--- src/rtl/core/s2rgb_div.sv ---
// s2rgb_div: pipelined restoring divider, one quotient bit per register stage.
// Stage loads are driven by the caller's flow control. No package dependency.
module s2rgb_div #(
  parameter int unsigned NUM_W = 24,
  parameter int unsigned DEN_W = 16,
  parameter int unsigned Q_W   = 9
) (
  input  logic             clk_i,
  input  logic [Q_W-1:0]   en_i,
  input  logic [NUM_W-1:0] num_i,
  input  logic [DEN_W-1:0] den_i,
  output logic [Q_W-1:0]   quo_o,
  output logic             rem_nz_o
);

  logic [DEN_W-1:0] par_q [Q_W];
  logic [Q_W-1:0]   low_q [Q_W];
  logic [Q_W-1:0]   quo_q [Q_W];

  for (genvar i = 0; i < Q_W; i++) begin : g_step
    logic [DEN_W-1:0] par_in;
    logic [Q_W-1:0]   low_in;
    logic [Q_W-1:0]   quo_in;
    logic [DEN_W:0]   trial;
    logic [DEN_W:0]   diff;
    logic             take;

    if (i == 0) begin : g_first
      // numerator is below den << Q_W, so its top part fits the remainder
      assign par_in = DEN_W'(num_i[NUM_W-1:Q_W]);
      assign low_in = num_i[Q_W-1:0];
      assign quo_in = '0;
    end else begin : g_next
      assign par_in = par_q[i-1];
      assign low_in = low_q[i-1];
      assign quo_in = quo_q[i-1];
    end

    assign trial = {par_in, low_in[Q_W-1]};
    assign diff  = trial - {1'b0, den_i};
    assign take  = (trial >= {1'b0, den_i});

    always_ff @(posedge clk_i) begin
      if (en_i[i]) begin
        par_q[i] <= take ? diff[DEN_W-1:0] : trial[DEN_W-1:0];
        low_q[i] <= {low_in[Q_W-2:0], 1'b0};
        quo_q[i] <= {quo_in[Q_W-2:0], take};
      end
    end
  end

  assign quo_o    = quo_q[Q_W-1];
  assign rem_nz_o = |par_q[Q_W-1];

endmodule

--- config.mk ---
export PLATFORM = sky130hd
export DESIGN_NAME = s2rgb_div
export DESIGN_NICKNAME = d
export VERILOG_FILES = /design/src/rtl/core/s2rgb_div.sv
export SDC_FILE = /design/constraint.sdc
export NUM_CORES = 1
export LEC_CHECK = 0
export ABC_CLOCK_PERIOD_IN_PS = 3400
export BUFFER_PORTS_ARGS = -buffer_cell sky130_fd_sc_hd__buf_2
export CORE_MARGIN = 2
export CORE_UTILIZATION = 45
export CTS_CLUSTER_DIAMETER = 60
export DETAILED_ROUTE_END_ITERATION = 16
export PLACE_DENSITY_LB_ADDON = 0.12
export SYNTH_ARGS = -nofsm -noshare
export SYNTH_HDL_FRONTEND = slang
export SYNTH_SLANG_ARGS = --single-unit
--- constraint.sdc ---
create_clock -name clk_i -period 3.4 [get_ports clk_i]
set_clock_uncertainty 0.05 [all_clocks]
set_input_delay 0.17 -clock clk_i [delete_from_list [all_inputs] [get_ports clk_i]]
set_output_delay 0.17 -clock clk_i [all_outputs]
set_load 0.03 [all_outputs]
==> flow_metrics.py, run 1 <==
metrics = {
    "die": {
        "die_w_um": 195,
        "core_um2": 36300,
        "die_h_um": 195,
        "io_pins": 60,
        "start_util_pct": 45.4,
        "die-area_um2": 38100,
        "rows": 70,
    },
    "logic_synthesis": {
        "yosys-top-cells-count": "edfxtp_1, ha_1, a21oi_1, mux2_2",
        "yosysWarningCount": 0,
        "synth_flop_cell": "edfxtp_1",
        "syn_inst": 1524,
        "syn_nets": 1727,
        "ys_top_cells_by_area": "edfxtp_1, ha_1, mux2_2",
        "netlist.area_leader.share_pct": 41.1,
        "synth-seq-cells": 225,
        "ys_seq_area_share_pct": 41.1,
        "postSynthAreaPerCell_um2": 10.8,
        "synth_top_area_cell": "edfxtp_1",
        "async_flop_share_pct": 0,
        "yosysMostFrequentCell": "edfxtp_1",
        "synth_area_um2": 16400,
        "synth_cell_types": 85,
        "synth_edf_count": 225,
    },
    "grt": {
        "grt_max_degree": 26,
        "grt_pass1_wl_um": 70000,
        "first_global_vias": 12360,
        "overflow": 0,
        "track_usage_pct": 23.6,
        "antenna_found_initial": 0,
    },
    "pwr": {
        "powerDensity_nw_per_um2": 894,
        "total_power_uw": 16700,
        "irDropWorstVdd_mv": 0.423,
        "power.leakage_uw": 0.00754,
    },
    "clock_tree": {
        "cts.sinks": 225,
        "numCtsBuffers": 30,
        "htreeDepth": 1,
        "cts-hold-fix-buffers": 23,
        "clk_latency_ns": 0.58,
        "path_clk_slew_ns": 0.06,
        "cts_setup_buffers": 0,
        "cts_buffer_depth": 3,
        "ctsResizeCount": 0,
        "cts_root_buffer": "clkbuf_16",
        "cts_tree": "yes",
    },
    "sta": {
        "fmax_mhz": 343,
        "slew_violations": 0,
        "setup_viol": 0,
        "final.min_clock_period_ns": 2.91,
        "grt_setup_unrepaired": "false",
        "hold_viol": 0,
        "worst_pin_slew_ns": 1.03,
        "relSlewSlack_pct": 31.4,
        "setup_tns_ns": 0,
        "period_share_pct": 85.7,
    },
    "status": {
        "status": "completed",
    },
    "critical_path": {
        "crit_path_top_delay_cell": "a2111oi_0",
        "start_kind": "register",
        "critPathKind": "register to register",
        "critPathArrivalTime_ns": 3.17,
        "critPathMostFrequentCell": "a21o_1",
        "worstPathCellList": "ha_1 > a21o_1 > a21o_1 > a221o_1 > a21o_1 > a2111oi_0 > o41ai_1",
        "critPathRequiredTime_ns": 3.66,
        "worstPathMaxFanout": 6,
        "end_kind": "register",
        "slowest_delay_ns": 0.55,
    },
    "placed_design": {
        "hpwl_um": 34500,
        "gp_congestion": 0.875,
        "numPortBuffers": 59,
    },
    "layout": {
        "drive_gt1_share_pct": 18.1,
        "antenna_cells": 0,
        "final_nets": 1847,
        "area_growth_pct": 13.9,
        "post-route-util_pct": 51.7,
    },
    "detailed_routing": {
        "routed_via_density": 5.85,
        "drc": 0,
        "routed_wl_um": 45100,
        "vias": 12490,
        "ant_nets": 0,
        "wl_per_cell_um": 21.1,
        "drtIter0Drc": 726,
        "first_pass_iters": 5,
    },
    "job": {
        "drv_cap": 0,
    },
    "worst_hold_path": {
        "hold_class": "input port to register",
    },
}
-- stage by stage --
stage | cells | instance area [um^2] | hold WS [ns] | worst slack (ns)
after CTS | 2134 | 18700 | 0.00217 | 0.464
after detailed placement | 2057 | 17500 | 0.299 | 0.230
final | 2134 | 18700 | 0.0179 | 0.487
after floorplan | 1524 | 16400 | 0.219 | 0.691
after global placement | 2057 | 17500 | 0.298 | 0.228
after global routing | 2134 | 18700 | 0.0273 | 0.344
-- where the power goes --
part	leakage [uW]	internal, uW	total, uW	switching (uW)
combinational	0.00485	4020	8590	4570
clock	0.000494	1870	3150	1280
sequential	0.00219	4400	5000	598
-- logic make-up (layout without fill, tap and decap cells) --
kind of cell,after synthesis,in the layout,share of synthesized area (%)
compound gates,438,438,18.4
mux,141,141,9.57
xor+xnor,86,86,4.58
flops,225,225,41.1
simple gates,371,371,11.3
buf+inv,110,252,3.07
fa+ha+maj,153,153,12.0
-- state kept, by name, indices dropped and copies added (netlist names) --
signal / flops
low_q: 36
par_q: 144
quo_q: 45
-- worst paths after layout --
path,start,endpoint,slack (ns),depth (start not counted)
hold / removal,num_i[9],par_q[0][1]$_DFFE_PP_,0.02,3
setup reg to reg,par_q[0][117]$_DFFE_PP_,par_q[0][143]$_DFFE_PP_,0.49,7
hold reg to reg,low_q[0][45]$_DFFE_PP_,low_q[0][54]$_DFFE_PP_,0.37,0
setup / recovery,par_q[0][117]$_DFFE_PP_,par_q[0][143]$_DFFE_PP_,0.49,7
-- final cells by class --
class,instances,area [um^2]
clock inverter,22,250
tap,468,586
fill,3285,17500
timing repair buffer,132,951
clock buffer,32,758
multi-input combinational,1189,9190
sequential,225,6760
inverter,66,248
-- per-layer routing --
| metal | GRT usage [%] | routed length [um] |
|---|---|---|
| met1 | 28.9 | 18800 |
| met2 | 42.9 | 23000 |
| met3 | 2.66 | 1550 |
| met4 | 8.59 | 1660 |
| met5 | 0 | 0 |
-- cells in the final DEF (no fill, tap or decap), drive strengths merged, types with 18 or more instances in the layout --
master / synthesis / routed
nand3: 34 / 34
dlygate4sd3: 0 / 23
nand4: 18 / 18
o21ai: 75 / 75
buf: 25 / 109
nor3: 24 / 24
a211oi: 21 / 21
mux2i: 32 / 32
ha: 144 / 144
a21o: 43 / 43
o21a: 27 / 27
mux2: 109 / 109
xnor2: 58 / 58
nor2: 91 / 91
a21oi: 119 / 119
edfxtp: 225 / 225
clkbuf: 19 / 32
o211ai: 20 / 20
xor2: 28 / 28
nand2: 90 / 90
nor2b: 25 / 25
inv: 65 / 71
-- worst max-delay path, delay by kind of cell, from the launching register on --
family	cells	cell delay, ns
AO/OA/AOI/OAI	6	1.73
adder cells (fa/ha/maj)	1	0.43
flip-flops	1	0.45
Note: power is estimated with default switching activity, not from simulation.
==> run 2, diff against run 1 <==
--- a/config.mk
+++ b/config.mk
@@ -8,7 +8,7 @@
 export ABC_CLOCK_PERIOD_IN_PS = 3400
 export BUFFER_PORTS_ARGS = -buffer_cell sky130_fd_sc_hd__buf_2
 export CORE_MARGIN = 2
-export CORE_UTILIZATION = 45
+export CORE_UTILIZATION = 47
 export CTS_CLUSTER_DIAMETER = 60
 export DETAILED_ROUTE_END_ITERATION = 16
 export PLACE_DENSITY_LB_ADDON = 0.12
==> flow_metrics.py, run 2 (same netlist as run 1, synthesis figures left out) <==
metrics = {
    "worst_hold_path": {
        "hold_class": "input port to register",
        "min_from": "en_i[8]",
    },
    "critical_path": {
        "worstPathMaxFanout": 16,
        "rr_worst_depth": 7,
        "reg2reg_to": "par_q[0][34]$_DFFE_PP_",
        "end_kind": "register",
        "critPathArrivalTime_ns": 3.23,
        "start_kind": "register",
        "rr_startpoint": "par_q[0][21]$_DFFE_PP_",
        "crit_start": "par_q[0][21]$_DFFE_PP_",
        "rrSetupSlack_ns": 0.42,
        "endpoint": "par_q[0][34]$_DFFE_PP_",
        "critPathKind": "register to register",
        "critPathRequiredTime_ns": 3.65,
    },
    "layout": {
        "regMostFlops": "par_q",
        "drive_gt1_share_pct": 18.5,
        "final_common_cell": "edfxtp_1",
        "area_growth_pct": 13.9,
        "largest_reg_flops": 144,
        "final_area_um2": 18700,
        "final_cell_mix": "edfxtp_1, ha_1, a21oi_1",
        "reg_top3": "par_q x144, quo_q x45, low_q x36",
        "final_nets": 1862,
        "layoutNonFillerInstCount": 2136,
    },
    "clock_tree": {
        "cts_root_buffer": "clkbuf_16",
        "cts_setup_buffers": 0,
        "cts-hold-fix-buffers": 24,
        "path_clk_slew_ns": 0.06,
        "numCtsBuffers": 27,
        "cts.sinks": 225,
        "ctsResizeCount": 0,
        "cts_tree": "yes",
        "clk_latency_ns": 0.56,
        "htreeDepth": 1,
        "cts_buffer_depth": 3,
    },
    "placed_design": {
        "gp_congestion": 0.932,
        "place_area_um2": 17600,
        "dp_cells": 2061,
        "hpwl_um": 34300,
        "numPortBuffers": 59,
    },
    "detailed_routing": {
        "ant_nets": 0,
        "vias": 12638,
        "top_layer": "met4",
        "drtIter0Drc": 895,
        "dr_wl_met2_um": 22300,
        "routed_wl_um": 45200,
        "drt-met1-wl_um": 19200,
        "wl_met3_um": 1620,
        "first_pass_iters": 5,
        "routed_via_density": 5.92,
        "wl_per_cell_um": 21.2,
        "drc": 0,
    },
    "pwr": {
        "sequentialPowerShare_pct": 30.4,
        "total_power_uw": 16500,
        "pwr-share-clk_pct": 17.2,
        "power.leakage_uw": 0.00756,
        "powerDensity_nw_per_um2": 879,
        "irDropWorstVdd_mv": 0.546,
        "switching_power_uw": 6410,
        "internal-power_uw": 10000,
        "switching_share_pct": 39.0,
        "share_comb_of_total_power_pct": 52.4,
    },
    "die": {
        "start_util_pct": 47.6,
        "die-area_um2": 36500,
        "die_w_um": 191,
        "io_pins": 60,
        "core_um2": 34500,
        "rows": 68,
        "die_h_um": 191,
    },
    "sta": {
        "period_share_pct": 87.8,
        "slew_violations": 0,
        "fmax_mhz": 335,
        "grt_setup_unrepaired": "false",
        "worst_pin_slew_ns": 1.14,
        "setup_tns_ns": 0,
        "final.min_clock_period_ns": 2.98,
        "holdWs_ns": 0.0965,
        "hold_viol": 0,
        "relSlewSlack_pct": 24.2,
        "setup_viol": 0,
    },
    "grt": {
        "grt_pass1_wl_um": 69700,
        "track_usage_pct": 24.9,
        "antenna_found_initial": 1,
        "overflow": 0,
        "grt_max_degree": 26,
        "first_global_vias": 12459,
    },
    "job": {
        "drv_cap": 0,
    },
    "status": {
        "status": "completed",
    },
}
## run 2: cell count changes in the layout (fill, tap and decap cells not counted), sizes merged
| cell | previous run | this run |
|---|---|---|
| dlygate4sd3 | 23 | 24 |
| inv | 71 | 70 |
| buf | 109 | 126 |
| clkbuf | 32 | 28 |
| bufinv | 3 | 2 |
| clkinv | 13 | 15 |
| diode | 0 | 1 |
## run 2: critical path, stage by stage (launching register included)
cell	delay (ns)
edfxtp_1	0.41
ha_1	0.43
and3_1	0.21
nand3_1	0.08
a21oi_1	0.19
o211ai_1	0.17
a2bb2oi_2	0.78
mux2_2	0.42
## run 2: metal layers
layer,track usage [%],up-vias
met1,30.9,6097
met4,10.4,0
li1,-,6162
met3,3.01,98
met2,43.8,281
met5,0,-
## run 2: power by group through the flow
stage          logic (uW)  clock network (uW)  registers, uW
4_1_cts              8580                2890           5010
3_3_place_gp         8410                   0           5070
6_report             8630                2830           5000
2_1_floorplan        6630                   0           4700
3_5_place_dp         8480                   0           5060
5_1_grt              9510                3000           5060
## run 2: worst min path at each step
stage	to	slack (ns)	cells after the start
5_1_grt	par_q[0][138]$_DFFE_PP_	0.1	1
6_report	par_q[0][138]$_DFFE_PP_	0.1	1
3_5_place_dp	low_q[0][7]$_DFFE_PP_	0.30	1
2_1_floorplan	low_q[0][0]$_DFFE_PP_	0.22	0
3_3_place_gp	low_q[0][0]$_DFFE_PP_	0.30	1
4_1_cts	par_q[0][138]$_DFFE_PP_	0.08	1
## run 2: metrics by stage
| step | util, % | setup slack [ns] |
|---|---|---|
| 4_1_cts | 54.2 | 0.395 |
| 3_5_place_dp | 51.0 | 0.194 |
| 5_1_grt | 54.2 | 0.177 |
| 6_report | 54.2 | 0.416 |
| 3_3_place_gp | 51.0 | 0.162 |
| 2_1_floorplan | - | 0.691 |
## run 2: final cells by class
type                    count  area (um^2)
fillers                  3059        15800
clock inverters            22          196
diodes                      1         2.50
repair buffers            150         1090
multi-input cells        1189         9190
well taps                 455          569
inverters                  66          248
clock buffers              28          679
flip-flops and latches    225         6760
